`src/rtl/kll_pkg.sv`:
```
// Package for the kernel language lexer: token codes, scan modes and the
// token record passed from the front scanner to the back emitter.
// No dependencies.
package kll_pkg;

  typedef enum logic [3:0] {
    M_IDLE    = 4'd0,
    M_SLASH   = 4'd1,
    M_LINE    = 4'd2,
    M_BLOCK   = 4'd3,
    M_BSTAR   = 4'd4,
    M_INT     = 4'd5,
    M_INTDOT  = 4'd6,
    M_FRAC    = 4'd7,
    M_WORD    = 4'd8,
    M_WORDDOT = 4'd9,
    M_OP      = 4'd10
  } mode_e;

  localparam logic [5:0] T_END     = 6'd0;
  localparam logic [5:0] T_IDENT   = 6'd1;
  localparam logic [5:0] T_INT     = 6'd2;
  localparam logic [5:0] T_FLOAT   = 6'd3;
  localparam logic [5:0] T_BUILTIN = 6'd12;
  localparam logic [5:0] T_SLASH   = 6'd23;
  localparam logic [5:0] T_UNKNOWN = 6'd43;

  typedef struct packed {
    logic [5:0]  kind;
    logic [15:0] line;
    logic [15:0] column;
    logic [23:0] offset;
    logic [7:0]  length;
  } token_t;

  // Up to three tokens produced by one item, in order.
  typedef struct packed {
    logic [1:0] count;
    token_t     t0;
    token_t     t1;
    token_t     t2;
  } bundle_t;

  function automatic logic is_digit(input logic [7:0] b);
    return b >= 8'h30 && b <= 8'h39;
  endfunction

  function automatic logic is_alpha(input logic [7:0] b);
    return (b >= 8'h61 && b <= 8'h7a) || (b >= 8'h41 && b <= 8'h5a);
  endfunction

  function automatic logic is_space(input logic [7:0] b);
    return b == 8'h20 || (b >= 8'd9 && b <= 8'd13);
  endfunction

  function automatic logic [5:0] op_single(input logic [7:0] c);
    logic [5:0] k;
    case (c)
      8'h3d:   k = 6'd33;
      8'h21:   k = 6'd35;
      8'h3c:   k = 6'd37;
      8'h3e:   k = 6'd39;
      default: k = T_UNKNOWN;
    endcase
    return k;
  endfunction

  function automatic logic [5:0] single_kind(input logic [7:0] b);
    logic [5:0] k;
    case (b)
      8'h2b:   k = 6'd21;
      8'h2d:   k = 6'd22;
      8'h28:   k = 6'd24;
      8'h29:   k = 6'd25;
      8'h7b:   k = 6'd26;
      8'h7d:   k = 6'd27;
      8'h5b:   k = 6'd28;
      8'h5d:   k = 6'd29;
      8'h3b:   k = 6'd30;
      8'h2c:   k = 6'd31;
      8'h2a:   k = 6'd32;
      default: k = T_UNKNOWN;
    endcase
    return k;
  endfunction

endpackage

```
`src/rtl/kll_front.sv`:
```
// Front scanner of the kernel language lexer: consumes one byte per item,
// tracks position and scan mode, and produces a bundle of up to three tokens.
// Depends on kll_pkg.
module kll_front #(
  parameter int MAX_WORD_MATCH = 9,
  parameter int OFFSET_BITS    = 24
) (
  input  logic                clk_i,
  input  logic                rst_ni,
  input  logic                in_valid_i,
  output logic                in_stall_o,
  input  logic [7:0]          source_byte_i,
  input  logic                end_of_source_i,
  output logic                bnd_valid_o,
  input  logic                bnd_stall_i,
  output kll_pkg::bundle_t    bnd_o
);
  import kll_pkg::*;

  localparam int WIDX = $clog2(MAX_WORD_MATCH);

  mode_e                  mode_q, mode_d;
  logic [7:0]             word_q [MAX_WORD_MATCH];
  logic [7:0]             pend_op_q, pend_op_d;
  logic [7:0]             len_q, len_d;
  logic [15:0]            sline_q, sline_d, scol_q, scol_d;
  logic [OFFSET_BITS-1:0] soff_q, soff_d;
  logic [15:0]            line_q, line_d, col_q, col_d;
  logic [OFFSET_BITS-1:0] off_q, off_d;
  logic                   wr_en;
  logic [WIDX-1:0]        wr_idx;
  logic                   bv_q;
  bundle_t                b_q, b_d;
  logic                   acc;

  logic [5:0]             wkind;
  logic [1:0]             bgrp;
  logic                   bvalid;

  assign in_stall_o  = bv_q && bnd_stall_i;
  assign acc         = in_valid_i && !in_stall_o;
  assign bnd_valid_o = bv_q;
  assign bnd_o       = b_q;

  function automatic logic wmatch(input logic [7:0] w [MAX_WORD_MATCH],
                                  input logic [7:0] l,
                                  input logic [8*9-1:0] s,
                                  input int n);
    logic ok;
    ok = (l == 8'(n));
    for (int i = 0; i < 9; i++) begin
      if (i < n && w[i] != s[8*(8-i) +: 8]) ok = 1'b0;
    end
    return ok;
  endfunction

  always_comb begin
    wkind = T_IDENT;
    if (wmatch(word_q, len_q, {"kernel", 24'h0}, 6)) wkind = 6'd4;
    if (wmatch(word_q, len_q, {"void", 40'h0}, 4))   wkind = 6'd5;
    if (wmatch(word_q, len_q, {"int", 48'h0}, 3))    wkind = 6'd6;
    if (wmatch(word_q, len_q, {"float", 32'h0}, 5))  wkind = 6'd7;
    if (wmatch(word_q, len_q, {"if", 56'h0}, 2))     wkind = 6'd8;
    if (wmatch(word_q, len_q, {"else", 40'h0}, 4))   wkind = 6'd9;
    if (wmatch(word_q, len_q, {"for", 48'h0}, 3))    wkind = 6'd10;
    if (wmatch(word_q, len_q, {"return", 24'h0}, 6)) wkind = 6'd11;
    bvalid = 1'b1;
    bgrp   = 2'd0;
    if (wmatch(word_q, len_q, "threadIdx", 9))            bgrp = 2'd0;
    else if (wmatch(word_q, len_q, {"blockIdx", 8'h0}, 8)) bgrp = 2'd1;
    else if (wmatch(word_q, len_q, {"blockDim", 8'h0}, 8)) bgrp = 2'd2;
    else bvalid = 1'b0;
  end

  always_comb begin
    logic [7:0]             b;
    logic                   held;
    logic [15:0]            cl, cc;
    logic [OFFSET_BITS-1:0] co;
    logic [8:0]             l1, l2;
    token_t                 t;
    token_t                 q [3];
    logic [1:0]             n;
    logic [7:0]             plen;

    b = source_byte_i;
    held = 1'b0;
    mode_d = mode_q; pend_op_d = pend_op_q; len_d = len_q;
    sline_d = sline_q; scol_d = scol_q; soff_d = soff_q;
    cl = line_q; cc = col_q; co = off_q;
    wr_en = 1'b0; wr_idx = '0;
    n = 2'd0;
    q[0] = '0; q[1] = '0; q[2] = '0;
    t = '0;
    plen = len_q;
    l1 = {1'b0, len_q} + 9'd1;
    l2 = {1'b0, len_q} + 9'd2;

    if (end_of_source_i) begin
      t.line = sline_q; t.column = scol_q; t.offset = 24'(soff_q); t.length = len_q;
      unique case (mode_q)
        M_SLASH: begin t.kind = T_SLASH; t.length = 8'd1; q[n] = t; n = n + 2'd1; end
        M_INT:   begin t.kind = T_INT;   q[n] = t; n = n + 2'd1; end
        M_FRAC:  begin t.kind = T_FLOAT; q[n] = t; n = n + 2'd1; end
        M_WORD:  begin t.kind = wkind;   q[n] = t; n = n + 2'd1; end
        M_OP: begin
          t.kind = op_single(pend_op_q); t.length = 8'd1; q[n] = t; n = n + 2'd1;
        end
        M_INTDOT, M_WORDDOT: begin
          t.kind = (mode_q == M_INTDOT) ? T_INT : wkind;
          q[n] = t; n = n + 2'd1;
          q[n] = '{kind: T_UNKNOWN, line: cl, column: cc, offset: 24'(co), length: 8'd1};
          n = n + 2'd1;
          co = co + 1'b1;
          if (cc != 16'hffff) cc = cc + 16'd1;
        end
        default: ;
      endcase
      q[n] = '{kind: T_END, line: cl, column: cc, offset: 24'(co), length: 8'd0};
      n = n + 2'd1;
      mode_d = M_IDLE; pend_op_d = '0; len_d = '0;
      sline_d = 16'd1; scol_d = 16'd1; soff_d = '0;
      cl = 16'd1; cc = 16'd1; co = '0;
    end else begin
      logic go_idle;
      logic emit_pend;
      logic [5:0] pkind;
      logic extra_unk;
      logic dot_adv;
      go_idle = 1'b0; emit_pend = 1'b0; pkind = T_INT; extra_unk = 1'b0; dot_adv = 1'b0;
      unique case (mode_q)
        M_IDLE: go_idle = 1'b1;
        M_SLASH: begin
          if (b == 8'h2f) mode_d = M_LINE;
          else if (b == 8'h2a) mode_d = M_BLOCK;
          else begin emit_pend = 1'b1; pkind = T_SLASH; plen = 8'd1; go_idle = 1'b1; end
        end
        M_LINE:  if (b == 8'h0a) mode_d = M_IDLE;
        M_BLOCK: if (b == 8'h2a) mode_d = M_BSTAR;
        M_BSTAR: begin
          if (b == 8'h2f) mode_d = M_IDLE;
          else if (b != 8'h2a) mode_d = M_BLOCK;
        end
        M_INT, M_FRAC: begin
          if (is_digit(b)) len_d = l1[8] ? 8'hff : l1[7:0];
          else if (b == 8'h2e && mode_q == M_INT) begin mode_d = M_INTDOT; held = 1'b1; end
          else if (b == 8'h66 || b == 8'h46) begin
            emit_pend = 1'b1; pkind = T_FLOAT; mode_d = M_IDLE;
          end else begin
            emit_pend = 1'b1; pkind = (mode_q == M_INT) ? T_INT : T_FLOAT; go_idle = 1'b1;
          end
        end
        M_INTDOT: begin
          dot_adv = 1'b1;
          if (is_digit(b)) begin
            len_d = l2[8] ? 8'hff : l2[7:0]; mode_d = M_FRAC;
          end else begin
            emit_pend = 1'b1; pkind = T_INT; extra_unk = 1'b1; go_idle = 1'b1;
          end
        end
        M_WORD: begin
          if (is_alpha(b) || is_digit(b) || b == 8'h5f) begin
            if (len_q < 8'(MAX_WORD_MATCH)) begin
              wr_en = 1'b1; wr_idx = len_q[WIDX-1:0];
            end
            len_d = l1[8] ? 8'hff : l1[7:0];
          end else if (b == 8'h2e && bvalid) begin
            mode_d = M_WORDDOT; held = 1'b1;
          end else begin
            emit_pend = 1'b1; pkind = wkind; go_idle = 1'b1;
          end
        end
        M_WORDDOT: begin
          dot_adv = 1'b1;
          if (bvalid && (b == 8'h78 || b == 8'h79 || b == 8'h7a)) begin
            emit_pend = 1'b1;
            pkind = T_BUILTIN + 6'(bgrp) * 6'd3 + 6'(b - 8'h78);
            plen = l2[8] ? 8'hff : l2[7:0];
            mode_d = M_IDLE;
          end else begin
            emit_pend = 1'b1; pkind = wkind; extra_unk = 1'b1; go_idle = 1'b1;
          end
        end
        M_OP: begin
          logic pm;
          logic [5:0] pk;
          pm = 1'b0; pk = T_UNKNOWN;
          case (pend_op_q)
            8'h3d: begin pk = 6'd34; pm = (b == 8'h3d); end
            8'h21: begin pk = 6'd36; pm = (b == 8'h3d); end
            8'h3c: begin pk = 6'd38; pm = (b == 8'h3d); end
            8'h3e: begin pk = 6'd40; pm = (b == 8'h3d); end
            8'h26: begin pk = 6'd41; pm = (b == 8'h26); end
            8'h7c: begin pk = 6'd42; pm = (b == 8'h7c); end
            default: ;
          endcase
          emit_pend = 1'b1; plen = pm ? 8'd2 : 8'd1;
          if (pm) begin pkind = pk; mode_d = M_IDLE; end
          else begin pkind = op_single(pend_op_q); go_idle = 1'b1; end
        end
        default: go_idle = 1'b1;
      endcase
      if (emit_pend) begin
        q[n] = '{kind: pkind, line: sline_q, column: scol_q, offset: 24'(soff_q),
                 length: plen};
        n = n + 2'd1;
      end
      if (extra_unk) begin
        q[n] = '{kind: T_UNKNOWN, line: cl, column: cc, offset: 24'(co), length: 8'd1};
        n = n + 2'd1;
      end
      if (dot_adv) begin
        co = co + 1'b1;
        if (cc != 16'hffff) cc = cc + 16'd1;
      end
      if (go_idle) begin
        mode_d = M_IDLE;
        if (!is_space(b)) begin
          if (is_digit(b) || is_alpha(b) || b == 8'h5f || b == 8'h2f ||
              b == 8'h3d || b == 8'h21 || b == 8'h3c || b == 8'h3e ||
              b == 8'h26 || b == 8'h7c) begin
            sline_d = cl; scol_d = cc; soff_d = co; len_d = 8'd1;
            if (is_digit(b)) mode_d = M_INT;
            else if (b == 8'h2f) mode_d = M_SLASH;
            else if (is_alpha(b) || b == 8'h5f) begin
              mode_d = M_WORD; wr_en = 1'b1; wr_idx = '0;
            end else begin
              mode_d = M_OP; pend_op_d = b;
            end
          end else begin
            q[n] = '{kind: single_kind(b), line: cl, column: cc, offset: 24'(co),
                     length: 8'd1};
            n = n + 2'd1;
          end
        end
      end
      if (!held) begin
        co = co + 1'b1;
        if (b == 8'h0a) begin
          if (cl != 16'hffff) cl = cl + 16'd1;
          cc = 16'd1;
        end else if (cc != 16'hffff) cc = cc + 16'd1;
      end
    end
    line_d = cl; col_d = cc; off_d = co;
    b_d.count = n; b_d.t0 = q[0]; b_d.t1 = q[1]; b_d.t2 = q[2];
  end

  always_ff @(posedge clk_i or negedge rst_ni) begin
    if (!rst_ni) begin
      mode_q <= M_IDLE; pend_op_q <= '0; len_q <= '0;
      sline_q <= 16'd1; scol_q <= 16'd1; soff_q <= '0;
      line_q <= 16'd1; col_q <= 16'd1; off_q <= '0;
      bv_q <= 1'b0;
    end else begin
      if (acc) begin
        mode_q <= mode_d; pend_op_q <= pend_op_d; len_q <= len_d;
        sline_q <= sline_d; scol_q <= scol_d; soff_q <= soff_d;
        line_q <= line_d; col_q <= col_d; off_q <= off_d;
        bv_q <= (b_d.count != 2'd0);
      end else if (!bnd_stall_i) begin
        bv_q <= 1'b0;
      end
    end
  end

  always_ff @(posedge clk_i) begin
    if (acc) b_q <= b_d;
    if (acc && wr_en) word_q[wr_idx] <= source_byte_i;
  end

endmodule

```
`src/rtl/kll_back.sv`:
```
// Back emitter of the kernel language lexer: a two-entry bundle queue and an
// unpacker delivering one token per cycle unless stalled. Depends on kll_pkg.
module kll_back (
  input  logic             clk_i,
  input  logic             rst_ni,
  input  logic             bnd_valid_i,
  output logic             bnd_stall_o,
  input  kll_pkg::bundle_t bnd_i,
  output logic             out_valid_o,
  input  logic             out_stall_i,
  output logic [5:0]       token_kind_o,
  output logic [15:0]      start_line_o,
  output logic [15:0]      start_column_o,
  output logic [23:0]      start_offset_o,
  output logic [7:0]       text_length_o,
  output logic             last_of_run_o
);
  import kll_pkg::*;

  bundle_t    fifo_q [2];
  logic       wp_q, rp_q;
  logic [1:0] cnt_q;
  logic [1:0] idx_q;
  bundle_t    head;
  token_t     tok;
  logic       push, pop, fire, last;

  assign head        = fifo_q[rp_q];
  assign bnd_stall_o = (cnt_q == 2'd2);
  assign push        = bnd_valid_i && !bnd_stall_o;
  assign out_valid_o = (cnt_q != 2'd0);
  assign fire        = out_valid_o && !out_stall_i;
  assign last        = ({1'b0, idx_q} + 3'd1) == {1'b0, head.count};
  assign pop         = fire && last;

  always_comb begin
    case (idx_q)
      2'd0:    tok = head.t0;
      2'd1:    tok = head.t1;
      default: tok = head.t2;
    endcase
  end

  assign token_kind_o   = tok.kind;
  assign start_line_o   = tok.line;
  assign start_column_o = tok.column;
  assign start_offset_o = tok.offset;
  assign text_length_o  = tok.length;
  assign last_of_run_o  = last;

  always_ff @(posedge clk_i or negedge rst_ni) begin
    if (!rst_ni) begin
      wp_q <= 1'b0; rp_q <= 1'b0; cnt_q <= 2'd0; idx_q <= 2'd0;
    end else begin
      if (push) wp_q <= ~wp_q;
      if (pop) rp_q <= ~rp_q;
      cnt_q <= cnt_q + {1'b0, push} - {1'b0, pop};
      if (pop) idx_q <= 2'd0;
      else if (fire) idx_q <= idx_q + 2'd1;
    end
  end

  always_ff @(posedge clk_i) begin
    if (push) fifo_q[wp_q] <= bnd_i;
  end

  assert property (@(posedge clk_i) disable iff (!rst_ni) cnt_q <= 2'd2)
    else $error("bundle queue overflow");
  assert property (@(posedge clk_i) disable iff (!rst_ni)
      out_valid_o |-> head.count != 2'd0)
    else $error("empty bundle in queue");
  assert property (@(posedge clk_i) disable iff (!rst_ni)
      out_valid_o |-> idx_q < head.count)
    else $error("token index past bundle");

endmodule

```
`src/rtl/kernel_language_lexer.sv`:
```
// Top level of the kernel language lexer: front scanner, bundle queue and
// token emitter. Depends on kll_pkg, kll_front and kll_back.
//
//  channel | direction | handshake          | payload
//  input   | in        | in_valid_i/stall_o | source_byte_i, end_of_source_i
//  output  | out       | out_valid_o/stall_i| token fields, last_of_run_o
//
// One source byte enters and one token leaves per cycle unless stalled.
// An item of two or three tokens holds the emitter until each has left.
// An item's first token passes the front's bundle register, then the queue.
// Reset is asynchronous, active low, and returns the lexer to line 1, column 1.
// Output stall backs up through the two-entry queue into the input stall.
module kernel_language_lexer #(
  parameter int MAX_WORD_MATCH = 9,
  parameter int OFFSET_BITS    = 24
) (
  input  logic        clk_i,
  input  logic        rst_ni,
  input  logic        in_valid_i,
  output logic        in_stall_o,
  input  logic [7:0]  source_byte_i,
  input  logic        end_of_source_i,
  output logic        out_valid_o,
  input  logic        out_stall_i,
  output logic [5:0]  token_kind_o,
  output logic [15:0] start_line_o,
  output logic [15:0] start_column_o,
  output logic [23:0] start_offset_o,
  output logic [7:0]  text_length_o,
  output logic        last_of_run_o
);
  import kll_pkg::*;

  bundle_t bnd;
  logic    bnd_valid, bnd_stall;

  kll_front #(.MAX_WORD_MATCH(MAX_WORD_MATCH), .OFFSET_BITS(OFFSET_BITS)) u_front (
    .clk_i, .rst_ni, .in_valid_i, .in_stall_o, .source_byte_i, .end_of_source_i,
    .bnd_valid_o(bnd_valid), .bnd_stall_i(bnd_stall), .bnd_o(bnd)
  );

  kll_back u_back (
    .clk_i, .rst_ni, .bnd_valid_i(bnd_valid), .bnd_stall_o(bnd_stall), .bnd_i(bnd),
    .out_valid_o, .out_stall_i, .token_kind_o, .start_line_o, .start_column_o,
    .start_offset_o, .text_length_o, .last_of_run_o
  );

endmodule

```
`config.mk`:
```
export PLATFORM = sky130hd
export DESIGN_NAME = kernel_language_lexer
export DESIGN_NICKNAME = d
export VERILOG_FILES = /design/src/rtl/kll_pkg.sv /design/src/rtl/kll_front.sv /design/src/rtl/kll_back.sv /design/src/rtl/kernel_language_lexer.sv
export SDC_FILE = /design/constraint.sdc
export NUM_CORES = 1
export LEC_CHECK = 0
export BUFFER_PORTS_ARGS = -buffer_cell sky130_fd_sc_hd__buf_2
export CAP_MARGIN = 20
export CORE_UTILIZATION = 25
export DETAILED_ROUTE_END_ITERATION = 10
export HOLD_SLACK_MARGIN = 0.02
export SLEW_MARGIN = 30
export SYNTH_ARGS = -nofsm -noshare
export SYNTH_HDL_FRONTEND = slang
export SYNTH_HIERARCHICAL = 1
export SYNTH_SLANG_ARGS = --single-unit
```
`constraint.sdc`:
```
create_clock -name clk_i -period 12.81 [get_ports clk_i]
set_clock_uncertainty 0.15 [all_clocks]
set_input_delay 0.6405 -clock clk_i [delete_from_list [all_inputs] [get_ports clk_i]]
set_output_delay 0.6405 -clock clk_i [all_outputs]
set_load 0.02 [all_outputs]
```
# == After elaboration in Yosys (flattened, before gate mapping) ==
# Memories as Yosys holds them, arrays and structs flattened.
# Cells that the tools add are included.
# totals
input_bits,13
reg_bits,423
elab_cells,505
mem_bits_rw,424
n_memories,1
out_inout_bits,73
# mem_list
name,depth,width,rd,rd_ports_with_merged_regs,write_ports,line_no,text
u_back.fifo_q,2,212,1,0,1,kll_back.sv:20,bundle_t fifo_q [2];
# op_classes
magnitude_cmp,17
bitwise,6
mul,1
reduce_logical,54
n_eq_ne,116
add_sub_neg,17
n_mux,254
# op_table
op,n
$mux 210,6
$bwmux 210,3
$mux 70,8
$demux 70 s2,3
$pmux 70 s6,1
$mux 16,21
$ne 8x7->1 const B,42
$mux 24,10
$eq 8x6->1 const B,20
$mux 8,20
$pmux 70 s2,1
$mux 4,31
$mux 6,19
$mux 1,99
$eq 8x7->1 const B,12
$bwmux 72,1
$pmux 6 s11,1
$add 16x1->16 const B,3
$add 24x1->24 const B,2
$ne 16x16->1 const B,3
$pmux 8 s3,2
$pmux 4 s9,1
$demux 8 s4,1
$mux 2,15
other kinds (62),140

# == Longest topological paths before layout ==
# Gate-level depths: netlist of run 1.
# logic_depth
ltp_word,36
depth_mapped,17
ltp_nobuf,17

# == Cells and area by module ==
# The synthesis of run 1 kept the hierarchy.
# by_module_without_submodules
module,instances,cells_per_inst,area_each_um2
kll_front,1,2169,22021.1
kll_back,1,877,15788.9

# == Worst setup path after synthesis of run 1 ==
# Ideal clock, no wire load.
# synth_path
kind,register to register
from,register u_back.cnt_q[1]
to,"memory u_back/fifo_q[0][0] (netlist name), enable pin"
required_time_ns,11.872
path_stages_with_launch,4
t_arrival_ns,9.376
synth_period_minus_slack_ns,10.314
setup_time_ns,0.788
setup_slack_ns,2.496
path_cell_list,dfrtp_1 nand2b_1 nand2_1 nor2_1
# synth_between
elab_chain_cells,5
# synth_rtl
item,line_no,text
"start, declared",kll_back.sv:22,logic [1:0] cnt_q;
"start signal, assigned",kll_back.sv:57,"cnt_q <= cnt_q + {1'b0, push} - {1'b0, pop};"
$eq 2x2->1,kll_back.sv:29,assign bnd_stall_o = (cnt_q == 2'd2);
$logic_not 1->1,kll_back.sv:30,assign push = bnd_valid_i && !bnd_stall_o;
$logic_and 1x1->1,kll_back.sv:30,
$mux 1,kll_back.sv:64,if (push) fifo_q[wp_q] <= bnd_i;
$mux 1 (not written as such),kll_back.sv:64,
"end, declared",kll_back.sv:20,
# No other way between the ends.

==> impl_metrics.ini, run 1 <==
[run]
drv_cap = 0

[drt]
firstDrtPassIters = 6
vias_per_cell = 5.031
drc = 0
drtAntennaViolNets = 0
drt-wirelength-per-cell_um = 21.11
drt-total-wl_um = 108800
drt_iter0_drc = 2728
vias = 25930

[pwr]
leakagePower_nw = 14.33
powerDensity_nw_per_um2 = 223.0
ir_worst_vdd_mv = 0.1743

[yosys]
netlist_area_um2 = 37810
synth_warnings = 6
synth-seq-cells = 833
synth_enable_flop_cells = 694
synth-seq-area-share_pct = 64.33
synth.distinct_cells = 105
syn_avg_cell_area_um2 = 12.41
synth_cells = 3046
synth-async-reset-ratio_pct = 16.69
synth_flop_cell = edfxtp_1

[die]
core_um2 = 150000
num_rows = 142
die_h_um = 390.9
start_util_pct = 25.21
die_x_um = 390.9
ios = 86
die_area_um2 = 152800

[worst_setup_path]
crit_path_start_kind = flip-flop
worstPathArrival_ns = 6.58
cp_max_fo = 25
worstPathRequired_ns = 13.14
worstSetupPathType = flip-flop to flip-flop
end_kind = flip-flop

[placed_design]
portBuffers = 85
hpwlAfterDp_um = 70970
place_congestion = 0.9100
place_ws_ns = 6.690

[timing]
worst_pin_slew_ns = 1.053
fin_crit_ns = 6.244
fin_tns_setup_ns = 0
rsz0062_at_grt = false
hold_violations = 0
finalSetupViolCount = 0
finalMaxSlewViolations = 0
setup_ws_ns = 6.566
fin_hold_ws_ns = 0.08969
period_share_pct = 48.74
slew_headroom_pct = 28.90
max_freq_ghz = 0.1602

[outcome]
outcome = completed

[clock_tree]
cts_buffer_depth = 3
clk_latency_ns = 0.68
root_buffer = clkbuf_16
cts-buffers-inserted = 86
cts.sinks = 833
htree_levels = 3
cts-resized-gates = 0
cts.clk_slew.worst_paths_ns = 0.07
cts_tree = yes

[global_routing]
grt_pass1_vias = 24900
grtUsageTotal_pct = 13.99
grt_first_pass_wirelength_um = 163500
grt-ovfl-total = 0
grt_start_max_net_pins = 152
antenna_found_initial = 6

[final_layout]
fin_util_pct = 28.84
drive_gt1_share_pct = 11.10
layout.nets = 3116
final_cell_mix = edfxtp_1, nand2_1, nor2_1, o21ai_0, dfrtp_1
area_growth_pct = 14.37
layout_commonest_cell = edfxtp_1

[worst_hold_path]
hold_class = input port to flip-flop
==> worst paths after layout <==
| kind | start | endpoint | slack, ns | cells after the start |
|---|---|---|---|---|
| hold reg to reg | u_front/bnd_o[23] | u_back/fifo_q[1][23] | 0.27 | 0 |
| hold / removal | in_valid_i | u_front/bnd_valid_o | 0.09 | 2 |
| setup reg to reg | u_front/len_q[4] | u_front/bnd_o[89] | 6.57 | 14 |
| max in group asynchronous | rst_ni | u_front/scol_q[1] | 10.80 | 3 |
| min in group asynchronous | rst_ni | u_back/rp_q | 0.51 | 2 |
| setup / recovery | u_front/len_q[4] | u_front/bnd_o[89] | 6.57 | 14 |
==> cell usage after synthesis, types with 11 or more instances <==
cell | count | area, µm²
nand2_1 | 304 | 1141
a22oi_1 | 77 | 578.1
a21oi_1 | 98 | 490.5
nand4b_1 | 14 | 122.6
buf_2 | 52 | 260.3
edfxtp_1 | 694 | 20840
buf_4 | 19 | 142.6
nand3_1 | 52 | 260.3
inv_1 | 47 | 176.4
o211ai_1 | 12 | 90.09
a31oi_1 | 97 | 606.8
o22ai_1 | 18 | 112.6
nor4_1 | 38 | 237.7
dfrtp_1 | 135 | 3378
nand4_1 | 50 | 312.8
nor3_1 | 46 | 230.2
a211oi_1 | 81 | 608.1
ha_1 | 33 | 412.9
clkbuf_1 | 144 | 540.5
nor2b_1 | 42 | 262.8
o31ai_1 | 11 | 82.58
o311ai_0 | 24 | 210.2
nand2b_1 | 17 | 106.4
xor2_1 | 46 | 402.9
and3_1 | 21 | 131.4
nor2_1 | 215 | 807.0
mux2i_1 | 18 | 180.2
xnor2_1 | 47 | 411.6
and2_1 | 42 | 262.8
a21o_1 | 12 | 90.09
a22o_1 | 110 | 963.4
o21ai_0 | 152 | 760.7
==> critical path, cell delays in order (launching register included) <==
cell and delay [ns]:
dfrtp_1 0.58, nor4_1 0.86, nand3_1 0.30, a2111o_1 0.35, o32a_2 0.37, o21ai_0 0.55, nand2_1 0.10, buf_4 0.29
inv_1 0.21, ha_1 0.28, and2_1 0.17, a211oi_1 0.77, a21o_1 0.73, a21oi_1 0.08, a311oi_1 0.24
==> layer usage <==
| layer | track usage [%] | part of all wire (%) |
|---|---|---|
| met3 | 2.379 | 6.2 |
| met5 | 0 | 0.012 |
| met4 | 3.971 | 2.7 |
| met2 | 22.49 | 47 |
| met1 | 19.28 | 45 |
==> power breakdown <==
part,internal [mW],switching (mW)
combinational,0.814,2.25
sequential,3.79,0.299
clock,1.41,1.08
==> sequential cells by signal, summed over array words and instances (netlist names) <==
register / count
u_front/len_q: 8
u_front/pend_op_q: 8
u_front/bnd_o: 198
u_front/soff_q: 24
u_front/mode_q: 4
u_front/sline_q: 16
u_front/scol_q: 16
u_front/col_q: 16
u_front/line_q: 16
u_back/cnt_q: 2
u_back/rp_q: 1
u_back/fifo_q: 424
u_front/bnd_valid_o: 1
u_back/idx_q: 2
u_front/word_q: 72
u_back/wp_q: 1
u_front/off_q: 24
==> area by class of cell <==
cell class,instances,area [µm²]
antenna,1,2.502
clock buffer,120,2370
clock inverter,37,416.7
fill,15290,106700
inverter,50,195.2
multi-input combinational,1950,12480
sequential,833,24330
tap,2016,2522
timing repair buffer,146,933.4
==> cell families after synthesis <==
| kind of cell | count (synthesis) | share of synthesized area (%) |
|---|---|---|
| AO/OA/AOI/OAI | 846 | 16.07 |
| XOR/XNOR | 93 | 2.154 |
| adder cells (fa/ha/maj) | 36 | 1.251 |
| buffers and inverters | 276 | 3.183 |
| flip-flops | 833 | 64.33 |
| multiplexers | 20 | 0.5427 |
| other | 1 | 0.009918 |
| AND/OR/NAND/NOR | 941 | 12.46 |
==> per-stage QoR <==
step / total power [mW] / cells / cell area (µm²)
after floorplan: 6.153 / 3059 / 37860
after global placement: 7.226 / 4993 / 40380
after detailed placement: 7.284 / 4994 / 40430
after CTS: 9.774 / 5152 / 43220
after global routing: 10.13 / 5152 / 43240
final: 9.644 / 5153 / 43240
==> what timing repair did <==
| action | 4_1_cts | 5_1_grt |
|---|---|---|
| hold buffers | 1 | 0 |
| hold endpoints to repair | 77 | 0 |
| setup buffers | 0 | 0 |
(Power assumes the default switching activity.)
==> run 2, diff against run 1 <==
- clock period: 12.81 -> 5.5 ns (I/O delays scaled with it)
==> impl_metrics.ini, run 2 (same netlist as run 1, synthesis figures left out) <==
[final_layout]
final_cell_count_no_fill = 5238
postLayoutCellArea_um2 = 44040
area_growth_pct = 16.48
antenna_cells = 0
final_cell_mix = edfxtp_1, nand2_1, nor2_1, o21ai_0, dfrtp_1
layout.nets = 3194
drive_gt1_share_pct = 12.66
fillers = 15250
multiInputGateArea_um2 = 12450
largest_register_ffs = 424
largest-register = u_back/fifo_q
layout_commonest_cell = edfxtp_1
register_area_um2 = 24330

[worst_setup_path]
cp_max_fo = 15
crit_path_start_kind = flip-flop
end_kind = flip-flop
worstPathArrival_ns = 5.29
cp-startpoint = u_front/word_q[25]
worstPathRequired_ns = 5.76
rr_startpoint = u_front/word_q[25]
worstSetupPathType = flip-flop to flip-flop

[die]
die_area_um2 = 152800
die_x_um = 390.9
die_h_um = 390.9
core_um2 = 150000
ios = 86
num_rows = 142
start_util_pct = 25.21

[placed_design]
dpl_cell_area_um2 = 41030
numPlacedInstances = 5059
place_congestion = 0.9507
hpwlAfterDp_um = 72240
portBuffers = 85

[clock_tree]
clk_latency_ns = 0.67
htree_levels = 3
cts-buffers-inserted = 89
root_buffer = clkbuf_16
cts.clk_slew.worst_paths_ns = 0.06
cts-resized-gates = 0
cts_tree = yes
cts.sinks = 833
cts_buffer_depth = 3

[global_routing]
grt-ovfl-total = 0
grt_first_pass_wirelength_um = 163100
grtUsageTotal_pct = 13.96
grt_start_max_net_pins = 142
antenna_found_initial = 4
grt_pass1_vias = 25400

[timing]
slew_headroom_pct = 30.12
max_freq_ghz = 0.1988
worst_pin_slew_ns = 1.048
finalMaxSlewViolations = 0
finalSetupViolCount = 0
rsz0062_at_grt = false
hold_violations = 0
period_share_pct = 91.45
fin_crit_ns = 5.030
fin_tns_setup_ns = 0

[drt]
drt_iter0_drc = 2437
vias_per_cell = 4.996
drt-wirelength-per-cell_um = 20.83
drc = 0
drtAntennaViolNets = 0
vias = 26170
firstDrtPassIters = 6
drt-total-wl_um = 109100

[worst_hold_path]
hold_class = input port to asynchronous set/reset pin

[pwr]
leakagePower_nw = 14.76
ir_worst_vdd_mv = 0.4279
powerDensity_nw_per_um2 = 518.4

[run]
drv_cap = 0

[outcome]
outcome = completed
==> run 2: report_power, final <==
group | leakage (nW) | total (mW) | internal (mW) | switching (mW)
sequential | 8.53 | 9.53 | 8.83 | 0.698
clock | 1.39 | 5.86 | 3.38 | 2.48
combinational | 4.84 | 7.44 | 2.15 | 5.29
total | 14.8 | 22.8 | 14.4 | 8.47
==> run 2: critical path: stages (launching register included) <==
cell      delay (ns)
edfxtp_1        0.42
or4b_4          0.56
or4_4           0.56
or4_4           0.55
o32a_2          0.30
o21a_4          0.28
nor2_1          0.26
ha_1            0.30
and2_1          0.17
a21boi_0        0.16
o21ai_1         0.25
nand2_1         0.45
and2_1          0.35
==> run 2: final timing paths <==
path	endpoint	slack [ns]	cells past startpoint
worst max-delay path	u_front/bnd_o[133]	0.47	12
worst min-delay path	u_front/soff_q[10]	0.10	2
worst max register to register	u_front/bnd_o[133]	0.47	12
worst min register to register	u_back/fifo_q[0][68]	0.28	0
max in group asynchronous	u_front/soff_q[22]	3.84	3
min in group clk_i	u_front/word_q[42]	0.13	2
==> run 2: per-layer routing <==
metal	wire [µm]	GRT usage, %	part of all wire (%)
met5	34	0	0.031
met4	3766	5.440	3.5
met3	6513	1.943	6.0
met2	52010	23.01	48
met1	46760	18.46	43
==> run 2: per-stage QoR <==
stage | setup WS, ns | power [mW] | util (%) | hold slack [ns]
global placement | 0.5275 | 17.04 | 27.34 | 0.2455
global route | 0.2704 | 23.91 | 29.37 | 0.1177
finish | 0.4702 | 22.83 | 29.37 | 0.1037
CTS | 0.4924 | 23.07 | 29.34 | 0.07741
floorplan | 0.8634 | 14.07 | - | -0.1706
detailed placement | 0.5091 | 17.17 | 27.36 | 0.2490
==> run 2: layout make-up <==
cell class | instances | share of cell area [%]
Timing Repair Buffer | 221 | 3.793
Clock buffer | 131 | 5.602
Tap cell | 2016 | 5.727
Multi-Input combinational cell | 1950 | 28.27
Sequential cell | 833 | 55.24
Inverter | 50 | 0.4432
Clock inverter | 37 | 0.9290
==> run 2: timing repair <==
action	CTS	global route
buffers inserted	0	0
setup endpoints to repair	0	0
hold buffers	10	0
endpoints found under the hold margin	126	0
